## src/rtl/tsa_pkg.sv

```systemverilog
// Shared types and constants of the slot allocator.
package tsa_pkg;

	localparam int SLOTS_DEF    = 16;
	localparam int EXP_W        = 32;
	localparam int LIFE_W       = 16;
	localparam int LIFE_RESET   = 100;
	localparam int SLOT_W       = 4;
	localparam int LIVE_W       = 5;
	localparam int OUT_TDATA_W  = 16;

	localparam logic MODE_ALLOC = 1'b0;
	localparam logic MODE_TICK  = 1'b1;

	typedef enum logic [3:0] {
		ST_IDLE  = 4'b0001,
		ST_SCAN  = 4'b0010,
		ST_DRAIN = 4'b0100,
		ST_FIN   = 4'b1000
	} state_t;

	typedef struct packed {
		logic              valid;
		logic [SLOT_W-1:0] slot;
		logic              evicted;
		logic [LIVE_W-1:0] live_count;
	} res_t;

endpackage

```

## src/rtl/tsa_ram.sv

```systemverilog
// Generic single-write, single-read RAM with registered read data.
module tsa_ram #(
	parameter int WIDTH = 32,
	parameter int DEPTH = 16,
	parameter int AW    = (DEPTH > 1) ? $clog2(DEPTH) : 1
) (
	input  logic             clk,
	input  logic             we,
	input  logic [AW-1:0]    waddr,
	input  logic [WIDTH-1:0] wdata,
	input  logic             re,
	input  logic [AW-1:0]    raddr,
	output logic [WIDTH-1:0] rdata
);

	logic [WIDTH-1:0] mem_q [DEPTH];

	always_ff @(posedge clk) begin
		if (we) begin
			mem_q[waddr] <= wdata;
		end
		if (re) begin
			rdata <= mem_q[raddr];
		end
	end

endmodule

```

## src/rtl/tsa_ctrl.sv

```systemverilog
// Scan sequencer: busy bits, live count, oldest-expiry search and expiry sweep.
module tsa_ctrl #(
	parameter int SLOTS = tsa_pkg::SLOTS_DEF,
	parameter int IW    = (SLOTS > 1) ? $clog2(SLOTS) : 1,
	parameter int CW    = $clog2(SLOTS + 1)
) (
	input  logic                       clk,
	input  logic                       arst_n,
	input  logic                       start,
	input  logic                       mode,
	input  logic [tsa_pkg::EXP_W-1:0]  now_time,
	input  logic [tsa_pkg::LIFE_W-1:0] lifetime,
	output logic                       idle,
	output logic                       ram_we,
	output logic [IW-1:0]              ram_waddr,
	output logic [tsa_pkg::EXP_W-1:0]  ram_wdata,
	output logic                       ram_re,
	output logic [IW-1:0]              ram_raddr,
	input  logic [tsa_pkg::EXP_W-1:0]  ram_rdata,
	input  logic                       res_ready,
	output tsa_pkg::res_t              res
);

	localparam logic [IW-1:0] LAST_IDX = IW'(SLOTS - 1);

	tsa_pkg::state_t            state_q;
	logic                       mode_q;
	logic [tsa_pkg::EXP_W-1:0]  now_q;
	logic [tsa_pkg::EXP_W-1:0]  exp_new_q;
	logic [IW-1:0]              idx_q;
	logic [IW-1:0]              idx_s1;
	logic                       rd_v_s1;
	logic [IW-1:0]              oldest_idx_q;
	logic [tsa_pkg::EXP_W-1:0]  oldest_exp_q;
	logic [IW-1:0]              grant_q;
	logic                       evict_q;
	logic [SLOTS-1:0]           busy_q;
	logic [CW-1:0]              cnt_q;

	logic                       is_alloc;
	logic                       free_hit;
	logic                       commit;
	logic [IW-1:0]              sel_idx;
	logic [CW-1:0]              cnt_fin;
	logic [tsa_pkg::EXP_W:0]    exp_sum;
	logic                       expire_s1;

	assign is_alloc  = (mode_q == tsa_pkg::MODE_ALLOC);
	assign free_hit  = (state_q == tsa_pkg::ST_SCAN) && is_alloc && !busy_q[idx_q];
	assign commit    = (state_q == tsa_pkg::ST_FIN) && res_ready;
	assign sel_idx   = evict_q ? oldest_idx_q : grant_q;
	assign cnt_fin   = (is_alloc && !evict_q) ? cnt_q + CW'(1) : cnt_q;
	assign exp_sum   = {1'b0, now_time} + (tsa_pkg::EXP_W + 1)'(lifetime);
	assign expire_s1 = rd_v_s1 && !is_alloc && busy_q[idx_s1] && (ram_rdata <= now_q);

	assign idle      = (state_q == tsa_pkg::ST_IDLE);
	assign ram_re    = (state_q == tsa_pkg::ST_SCAN) && !free_hit;
	assign ram_raddr = idx_q;
	assign ram_we    = commit && is_alloc;
	assign ram_waddr = sel_idx;
	assign ram_wdata = exp_new_q;

	always_comb begin
		res.valid      = (state_q == tsa_pkg::ST_FIN);
		res.slot       = is_alloc ? tsa_pkg::SLOT_W'(sel_idx) : '0;
		res.evicted    = is_alloc && evict_q;
		res.live_count = tsa_pkg::LIVE_W'(cnt_fin);
	end

	// Payload of the item under work.
	always_ff @(posedge clk) begin
		if (start) begin
			mode_q    <= mode;
			now_q     <= now_time;
			exp_new_q <= exp_sum[tsa_pkg::EXP_W] ? '1 : exp_sum[tsa_pkg::EXP_W-1:0];
		end
		if (free_hit) begin
			grant_q <= idx_q;
		end
		idx_s1 <= idx_q;
		// Strict compare keeps the lowest index on equal expiry.
		if (rd_v_s1 && is_alloc && (idx_s1 == '0 || ram_rdata < oldest_exp_q)) begin
			oldest_idx_q <= idx_s1;
			oldest_exp_q <= ram_rdata;
		end
	end

	always_ff @(posedge clk or negedge arst_n) begin
		if (!arst_n) begin
			state_q <= tsa_pkg::ST_IDLE;
			idx_q   <= '0;
			rd_v_s1 <= 1'b0;
			evict_q <= 1'b0;
			busy_q  <= '0;
			cnt_q   <= '0;
		end else begin
			rd_v_s1 <= ram_re;
			if (expire_s1) begin
				busy_q[idx_s1] <= 1'b0;
				cnt_q          <= cnt_q - CW'(1);
			end
			case (state_q)
				tsa_pkg::ST_IDLE: begin
					if (start) begin
						idx_q   <= '0;
						evict_q <= 1'b0;
						state_q <= tsa_pkg::ST_SCAN;
					end
				end
				tsa_pkg::ST_SCAN: begin
					if (free_hit) begin
						state_q <= tsa_pkg::ST_FIN;
					end else if (idx_q == LAST_IDX) begin
						state_q <= tsa_pkg::ST_DRAIN;
					end else begin
						idx_q <= idx_q + IW'(1);
					end
				end
				tsa_pkg::ST_DRAIN: begin
					evict_q <= is_alloc;
					state_q <= tsa_pkg::ST_FIN;
				end
				tsa_pkg::ST_FIN: begin
					if (commit) begin
						if (is_alloc) begin
							busy_q[sel_idx] <= 1'b1;
							cnt_q           <= cnt_fin;
						end
						state_q <= tsa_pkg::ST_IDLE;
					end
				end
				default: begin
					state_q <= tsa_pkg::ST_IDLE;
				end
			endcase
		end
	end

endmodule

```

## src/rtl/ttl_slot_allocator.sv

```systemverilog
// Top level of the expiring slot allocator: config register, sequencer, RAM, output word.
//
//  channel | dir | handshake          | payload
//  --------+-----+--------------------+-------------------------------------------
//  s_*     | in  | s_tvalid/s_tready  | tdata: now_time[31:0]; tuser: mode
//  m_*     | out | m_tvalid/m_tready  | tdata: slot[3:0], evicted[4], live_count[9:5]
//  cfg_*   | in  | cfg_we             | cfg_wdata: lifetime[15:0]
//
// One word at a time. An allocate that finds a free slot ends its scan there; an
// allocate into a full pool and a tick sweep every slot. The scan length is set by
// the sweep of the expiry RAM, one entry per cycle through its single read port.
// Reset clears the busy bits and the live count at once; expiry RAM needs no clearing.
// A result waiting at m_* does not block accepting the next word; the sequencer
// holds in its final cycle only until the output register is free.
module ttl_slot_allocator #(
	parameter int SLOTS = tsa_pkg::SLOTS_DEF
) (
	input  logic                             clk,
	input  logic                             arst_n,
	input  logic                             s_tvalid,
	output logic                             s_tready,
	input  logic [tsa_pkg::EXP_W-1:0]        s_tdata,   // [31:0] now_time
	input  logic [0:0]                       s_tuser,   // [0] mode
	output logic                             m_tvalid,
	input  logic                             m_tready,
	output logic [tsa_pkg::OUT_TDATA_W-1:0]  m_tdata,   // [3:0] slot, [4] evicted, [9:5] live_count
	input  logic                             cfg_we,
	input  logic [tsa_pkg::LIFE_W-1:0]       cfg_wdata  // [15:0] lifetime
);

	localparam int IW = (SLOTS > 1) ? $clog2(SLOTS) : 1;

	logic [tsa_pkg::LIFE_W-1:0] lifetime_q;
	logic                       idle;
	logic                       start;
	logic                       res_ready;
	tsa_pkg::res_t              res;
	logic                       ram_we;
	logic [IW-1:0]              ram_waddr;
	logic [tsa_pkg::EXP_W-1:0]  ram_wdata;
	logic                       ram_re;
	logic [IW-1:0]              ram_raddr;
	logic [tsa_pkg::EXP_W-1:0]  ram_rdata;
	logic                       m_valid_q;
	logic [tsa_pkg::OUT_TDATA_W-1:0] m_data_q;

	// Accept a word only while the sequencer is idle.
	assign s_tready  = idle;
	assign start     = s_tvalid && s_tready;
	// Output register is free when empty or being drained this cycle.
	assign res_ready = !m_valid_q || m_tready;

	assign m_tvalid = m_valid_q;
	assign m_tdata  = m_data_q;

	// Lifetime register.
	always_ff @(posedge clk or negedge arst_n) begin
		if (!arst_n) begin
			lifetime_q <= tsa_pkg::LIFE_W'(tsa_pkg::LIFE_RESET);
		end else if (cfg_we) begin
			lifetime_q <= cfg_wdata;
		end
	end

	tsa_ctrl #(
		.SLOTS (SLOTS)
	) u_ctrl (
		.clk       (clk),
		.arst_n    (arst_n),
		.start     (start),
		.mode      (s_tuser[0]),
		.now_time  (s_tdata),
		.lifetime  (lifetime_q),
		.idle      (idle),
		.ram_we    (ram_we),
		.ram_waddr (ram_waddr),
		.ram_wdata (ram_wdata),
		.ram_re    (ram_re),
		.ram_raddr (ram_raddr),
		.ram_rdata (ram_rdata),
		.res_ready (res_ready),
		.res       (res)
	);

	// Expiry time per slot; read data is used only while the slot is busy.
	tsa_ram #(
		.WIDTH (tsa_pkg::EXP_W),
		.DEPTH (SLOTS)
	) u_exp_ram (
		.clk   (clk),
		.we    (ram_we),
		.waddr (ram_waddr),
		.wdata (ram_wdata),
		.re    (ram_re),
		.raddr (ram_raddr),
		.rdata (ram_rdata)
	);

	// Output register: load a finished result, drop it once taken.
	always_ff @(posedge clk or negedge arst_n) begin
		if (!arst_n) begin
			m_valid_q <= 1'b0;
		end else if (res.valid && res_ready) begin
			m_valid_q <= 1'b1;
		end else if (m_tready) begin
			m_valid_q <= 1'b0;
		end
	end

	always_ff @(posedge clk) begin
		if (res.valid && res_ready) begin
			m_data_q <= tsa_pkg::OUT_TDATA_W'({res.live_count, res.evicted, res.slot});
		end
	end

endmodule

```

## config.mk

```make
export PLATFORM = sky130hd
export DESIGN_NAME = ttl_slot_allocator
export DESIGN_NICKNAME = d
export VERILOG_FILES = /design/src/rtl/tsa_pkg.sv /design/src/rtl/tsa_ram.sv /design/src/rtl/tsa_ctrl.sv /design/src/rtl/ttl_slot_allocator.sv
export SDC_FILE = /design/constraint.sdc
export NUM_CORES = 1
export LEC_CHECK = 0
export ABC_AREA = 0
export BUFFER_PORTS_ARGS = -buffer_cell sky130_fd_sc_hd__buf_2
export CAP_MARGIN = 20
export CORE_MARGIN = 8
export CORE_UTILIZATION = 60
export CTS_CLUSTER_SIZE = 20
export DETAILED_ROUTE_END_ITERATION = 8
export PLACE_DENSITY = 0.88
export SLEW_MARGIN = 20
export SYNTH_ARGS = -nofsm -noshare
export SYNTH_HDL_FRONTEND = slang
export SYNTH_SLANG_ARGS = --single-unit
```

## constraint.sdc

```tcl
create_clock -name clk -period 4.4 [get_ports clk]
set_input_delay 0.22 -clock clk [delete_from_list [all_inputs] [get_ports clk]]
set_output_delay 0.22 -clock clk [all_outputs]
set_load 0.005 [all_outputs]
```

==> impl_metrics.prom <==
# TYPE chip_impl_metric gauge
chip_impl_metric{name="area_growth_syn_to_layout",unit="%"} 14.0
chip_impl_metric{name="fp.dieH",unit="µm"} 237
chip_impl_metric{name="drc",unit=""} 0
chip_impl_metric{name="track_usage",unit="%"} 28.0
chip_impl_metric{name="placed_cells",unit=""} 2217
chip_impl_metric{name="starting_utilization_of_the_core_area",unit="%"} 60.2
chip_impl_info{name="critical_path.slowest_cell",value="sky130_fd_sc_hd__o2111ai_1"} 1
chip_impl_info{name="topRoutingLayerUsed",value="met4"} 1
chip_impl_info{name="status",value="finished, final reports clean"} 1
chip_impl_metric{name="min_period_over_period",unit="%"} 90.0
chip_impl_metric{name="mappedNetlistArea",unit="mm²"} 0.0292
chip_impl_metric{name="path_depth",unit=""} 8
chip_impl_info{name="min_path_type",value="primary input to flop"} 1
chip_impl_metric{name="wl_per_cell",unit="µm"} 32.7
chip_impl_metric{name="nets",unit=""} 1855
chip_impl_metric{name="clk_pin_slew",unit="ns"} 0.06
chip_impl_metric{name="drt.antenna.violating_nets",unit=""} 0
chip_impl_metric{name="pwr_density_cell",unit="mW/mm²"} 535
chip_impl_metric{name="finalSetupViolCount",unit=""} 0
chip_impl_metric{name="cts_resized",unit=""} 0
chip_impl_metric{name="finalHoldViolCount",unit=""} 0
chip_impl_metric{name="instances_no_fill",unit=""} 2398
chip_impl_metric{name="grt_start_max_net_pins",unit=""} 67
chip_impl_metric{name="worstPathRequired",unit="ns"} 4.77
chip_impl_metric{name="synth-seq-area-share",unit="%"} 72.1
chip_impl_metric{name="m1WireLength",unit="µm"} 25500
chip_impl_metric{name="setup-tns-final",unit="ns"} 0
chip_impl_metric{name="ir_drop",unit="V"} 0.000309
chip_impl_metric{name="synth-seq-cells",unit=""} 711
chip_impl_metric{name="worst_path_largest_cell_delay",unit="ns"} 0.86
chip_impl_metric{name="static-leakage-power",unit="nW"} 11.4
chip_impl_metric{name="cts_buffers",unit=""} 68
chip_impl_metric{name="detail_route.first_pass.iterations",unit=""} 6
chip_impl_metric{name="routed_wl",unit="µm"} 78300
chip_impl_info{name="critical_path.most_common_cell",value="sky130_fd_sc_hd__o2111ai_1"} 1
chip_impl_metric{name="first_iter_violations",unit=""} 2341
chip_impl_info{name="setup.worst_path.start_class",value="flop"} 1
chip_impl_metric{name="synth_enable_flop_cells",unit=""} 659
chip_impl_info{name="critical_path_class",value="flop to flop"} 1
chip_impl_metric{name="fillerInstances",unit=""} 2667
chip_impl_metric{name="placeable_core_region",unit="mm²"} 0.0485
chip_impl_metric{name="cts-hold-fix-buffers",unit=""} 52
chip_impl_metric{name="average_instance_area_after_synthesis",unit="µm²"} 18.9
chip_impl_info{name="setup_repair_after_global_routing_missed_its_margin",value="false"} 1
chip_impl_metric{name="critPathMaxFanout",unit=""} 18
chip_impl_metric{name="ios",unit=""} 72
chip_impl_metric{name="clock_insertion_delay_worst_skew",unit="ns"} 0.62
chip_impl_metric{name="area_taken_by_multi_input_logic_gates",unit="mm²"} 0.00772
chip_impl_metric{name="grt_overflow",unit=""} 0
chip_impl_info{name="worst_path_cell_trace",value="ha_1, nor2b_1, o2111ai_1, a31oi_1, o2111ai_1, a2111o_1, nand2_1, mux2_2"} 1
chip_impl_metric{name="netlist-cell-type-count",unit=""} 67
chip_impl_metric{name="core.rowCount",unit=""} 81
chip_impl_metric{name="max_freq",unit="MHz"} 252
chip_impl_metric{name="worst_slew_margin_rel",unit="%"} 26.6
chip_impl_info{name="cp_top_family",value="compound AO/OA/AOI/OAI gates"} 1
chip_impl_metric{name="htree_levels",unit=""} 3
chip_impl_metric{name="cp_data_arrival_time",unit="ns"} 4.33
chip_impl_metric{name="worst_margin_slew",unit="ns"} 1.10
chip_impl_metric{name="finalMaxSlewViolations",unit=""} 0
chip_impl_metric{name="grt_pass1_wl",unit="µm"} 115000
chip_impl_metric{name="routed-wl-met3",unit="µm"} 8310
chip_impl_metric{name="initial_antenna_violation_count",unit=""} 5
chip_impl_metric{name="detail_route.vias_per_cell",unit=""} 6.99
chip_impl_info{name="cts.root.buffer_cell",value="sky130_fd_sc_hd__clkbuf_16"} 1
chip_impl_metric{name="drive_above_1_share",unit="%"} 23.9
chip_impl_metric{name="holdPathStages",unit=""} 3
chip_impl_metric{name="final_replace_weighted_congestion",unit=""} 0.851
chip_impl_metric{name="clock_path_buffers",unit=""} 3
chip_impl_metric{name="critPathBufInv",unit=""} 0
chip_impl_metric{name="area_taken_by_flip_flops_and_latches",unit="mm²"} 0.0211
chip_impl_info{name="tritoncts",value="built"} 1
chip_impl_metric{name="postSynth.asyncResetShare",unit="%"} 6.75
chip_impl_metric{name="grt_pass1_vias",unit=""} 17475
chip_impl_metric{name="die-width",unit="µm"} 237
chip_impl_metric{name="detailedPlacementHpwl",unit="µm"} 39700
chip_impl_info{name="synth_flop_cell",value="sky130_fd_sc_hd__edfxtp_1"} 1
chip_impl_metric{name="post-route-min-period",unit="ns"} 3.96
chip_impl_metric{name="clock_sinks",unit=""} 711
chip_impl_metric{name="buffer_ports.inserted",unit=""} 65
chip_impl_metric{name="synth.yosys.warnings",unit=""} 0
chip_impl_info{name="worstSetupEndpointType",value="flop"} 1
chip_impl_metric{name="max_cap_viol_count",unit=""} 0
chip_impl_metric{name="netlist_instances",unit=""} 1549
chip_impl_metric{name="design.die.area",unit="mm²"} 0.0560
chip_impl_metric{name="postCtsSetupBuffers",unit=""} 0
chip_impl_metric{name="wl_met2",unit="µm"} 39500
chip_impl_metric{name="reg2regPathDepth",unit=""} 8
chip_impl_metric{name="fin_skew",unit="ns"} 0.0274
chip_impl_metric{name="via_count",unit=""} 16766
## cells in the mapped netlist (3+ instances only)
library cell                number  area (µm²)
sky130_fd_sc_hd__a21o_1         23         173
sky130_fd_sc_hd__inv_1          83         312
sky130_fd_sc_hd__ha_1           82        1030
sky130_fd_sc_hd__a31oi_1         9        56.3
sky130_fd_sc_hd__nand2b_1       13        81.3
sky130_fd_sc_hd__and4_1          4        35.0
sky130_fd_sc_hd__and3_1          7        43.8
sky130_fd_sc_hd__nor2b_1        10        62.6
sky130_fd_sc_hd__buf_4           7        52.6
sky130_fd_sc_hd__nand2_1        64         240
sky130_fd_sc_hd__a211oi_1        3        22.5
sky130_fd_sc_hd__o211ai_1        5        37.5
sky130_fd_sc_hd__xor2_1          4        35.0
sky130_fd_sc_hd__o2111ai_1       3        26.3
sky130_fd_sc_hd__o21a_1          6        45.0
sky130_fd_sc_hd__o21bai_1        3        22.5
sky130_fd_sc_hd__o31ai_1         7        52.6
sky130_fd_sc_hd__xnor2_1        15         131
sky130_fd_sc_hd__buf_2           3        15.0
sky130_fd_sc_hd__mux4_2        170        3830
sky130_fd_sc_hd__mux2_2         21         236
sky130_fd_sc_hd__dfstp_2         4         105
sky130_fd_sc_hd__and2_1          3        18.8
sky130_fd_sc_hd__dfrtp_1        44        1100
sky130_fd_sc_hd__a221oi_1        4        35.0
sky130_fd_sc_hd__mux2i_1         5        50.1
sky130_fd_sc_hd__nand4_1        22         138
sky130_fd_sc_hd__o22ai_1         3        18.8
sky130_fd_sc_hd__edfxtp_1      659       19800
sky130_fd_sc_hd__nand3_1        23         115
sky130_fd_sc_hd__or3_1           3        18.8
sky130_fd_sc_hd__clkbuf_1       33         124
sky130_fd_sc_hd__nor2_1         61         229
sky130_fd_sc_hd__a21oi_1        45         225
sky130_fd_sc_hd__dfxtp_1         4        80.1
sky130_fd_sc_hd__nor3_1          5        25.0
sky130_fd_sc_hd__buf_1          16        60.1
sky130_fd_sc_hd__or4_1           6        45.0
sky130_fd_sc_hd__o21ai_0        31         155
## final cells by class
| cell class | instances | area share (%) |
|---|---|---|
| timing repair buffer | 155 | 3.54 |
| clock inverter | 36 | 1.20 |
| multi-input combinational | 699 | 23.2 |
| clock buffer | 87 | 5.45 |
| sequential | 711 | 63.3 |
| tap | 622 | 2.34 |
| antenna | 5 | 0.0376 |
| inverter | 83 | 0.936 |
## per-stage QoR
step           hold WS [ns]  setup slack, ns  cell area (µm²)  total power, mW  utilization (%)
4_1_cts              0.0425            0.590            33300             17.7             68.5
5_1_grt              0.0987            0.312            33300             18.3             68.6
3_5_place_dp          0.374            0.786            30500             11.7             62.9
3_3_place_gp          0.367            0.840            30500             11.5             62.9
2_1_floorplan       -0.0756            0.562            29200             10.8                -
6_report             0.0850            0.438            33300             17.8             68.6
## where the power goes
group	internal (mW)	switching, mW
sequential	8.13	0.590
combinational	1.47	1.69
clock	3.31	2.62
total	12.9	4.90
## worst reg2reg max path, delay by kind of cell (launching register included)
| family | cells | cell delay [ns] |
|---|---|---|
| mux | 1 | 0.30 |
| flops | 1 | 0.53 |
| compound gates | 4 | 2.30 |
| simple gates | 2 | 0.34 |
| fa+ha+maj | 1 | 0.26 |
## cells in the final DEF, fill, tap and decap left out, types with 6 or more instances in the layout
master / synthesis / routed
sky130_fd_sc_hd__edfxtp_1: 659 / 659
sky130_fd_sc_hd__mux4_2: 170 / 170
sky130_fd_sc_hd__inv_1: 83 / 82
sky130_fd_sc_hd__ha_1: 82 / 82
sky130_fd_sc_hd__clkbuf_16: 0 / 69
sky130_fd_sc_hd__buf_2: 3 / 66
sky130_fd_sc_hd__nand2_1: 64 / 64
sky130_fd_sc_hd__dlygate4sd3_1: 0 / 52
sky130_fd_sc_hd__nor2_1: 61 / 45
sky130_fd_sc_hd__a21oi_1: 45 / 45
sky130_fd_sc_hd__dfrtp_1: 44 / 40
sky130_fd_sc_hd__buf_4: 7 / 33
sky130_fd_sc_hd__o21ai_0: 31 / 31
sky130_fd_sc_hd__nand3_1: 23 / 23
sky130_fd_sc_hd__a21o_1: 23 / 23
sky130_fd_sc_hd__nand4_1: 22 / 22
sky130_fd_sc_hd__mux2_2: 21 / 21
sky130_fd_sc_hd__nor2_4: 0 / 16
sky130_fd_sc_hd__clkbuf_1: 33 / 16
sky130_fd_sc_hd__xnor2_1: 15 / 15
sky130_fd_sc_hd__nand2b_1: 13 / 13
sky130_fd_sc_hd__clkinv_1: 0 / 12
sky130_fd_sc_hd__nor2b_1: 10 / 10
sky130_fd_sc_hd__clkinv_2: 0 / 9
sky130_fd_sc_hd__a31oi_1: 9 / 8
sky130_fd_sc_hd__o31ai_1: 7 / 7
sky130_fd_sc_hd__and3_1: 7 / 7
sky130_fd_sc_hd__or4_1: 6 / 6
sky130_fd_sc_hd__o21a_1: 6 / 6
sky130_fd_sc_hd__conb_1: 1 / 6
sky130_fd_sc_hd__bufinv_16: 0 / 6
## routing by layer
layer	vias up	global-route usage, %
li1	6567	-
met1	8433	32.5
met2	1443	47.8
met3	323	6.31
met4	0	16.0
met5	-	0
## cells by family after synthesis
group	Yosys count	synth area share (%)
AO/OA/AOI/OAI	159	3.51
XOR/XNOR	19	0.570
adder cells (fa/ha/maj)	83	3.58
buffers and inverters	144	2.00
flip-flops	711	72.1
multiplexers	196	14.1
other	1	0.0128
AND/OR/NAND/NOR	236	4.12
## registers in the layout, indices dropped and copies added (netlist names), 4 cells and up
register,flops
m_tdata,10
u_ctrl.idx_s1,4
u_ctrl.busy_q,16
u_ctrl.cnt_q,5
lifetime_q,16
u_ctrl.now_q,32
u_ctrl.ram_raddr,4
u_ctrl.grant_q,4
u_ctrl.oldest_exp_q,32
u_ctrl.oldest_idx_q,4
u_ctrl.state_q,4
u_exp_ram.rdata,32
u_exp_ram.mem_q,512
u_ctrl.ram_wdata,32
## worst paths after layout
check	slack, ns	start	endpoint
min in group asynchronous	0.28	arst_n	u_ctrl.state_q[3]$_DFFE_PN0P_
worst min register to register	0.52	lifetime_q[9]$_DFFE_PN0P_	lifetime_q[9]$_DFFE_PN0P_
max in group asynchronous	3.58	arst_n	u_ctrl.ram_raddr[1]$_DFFE_PN0P_
worst min-delay path	0.09	cfg_we	lifetime_q[1]$_DFFE_PN0P_
worst max register to register	0.44	lifetime_q[2]$_DFFE_PN1P_	u_ctrl.ram_wdata[21]$_SDFFCE_PP1P_
worst max-delay path	0.44	lifetime_q[2]$_DFFE_PN1P_	u_ctrl.ram_wdata[21]$_SDFFCE_PP1P_
Note: power is estimated with default switching activity, not from simulation.
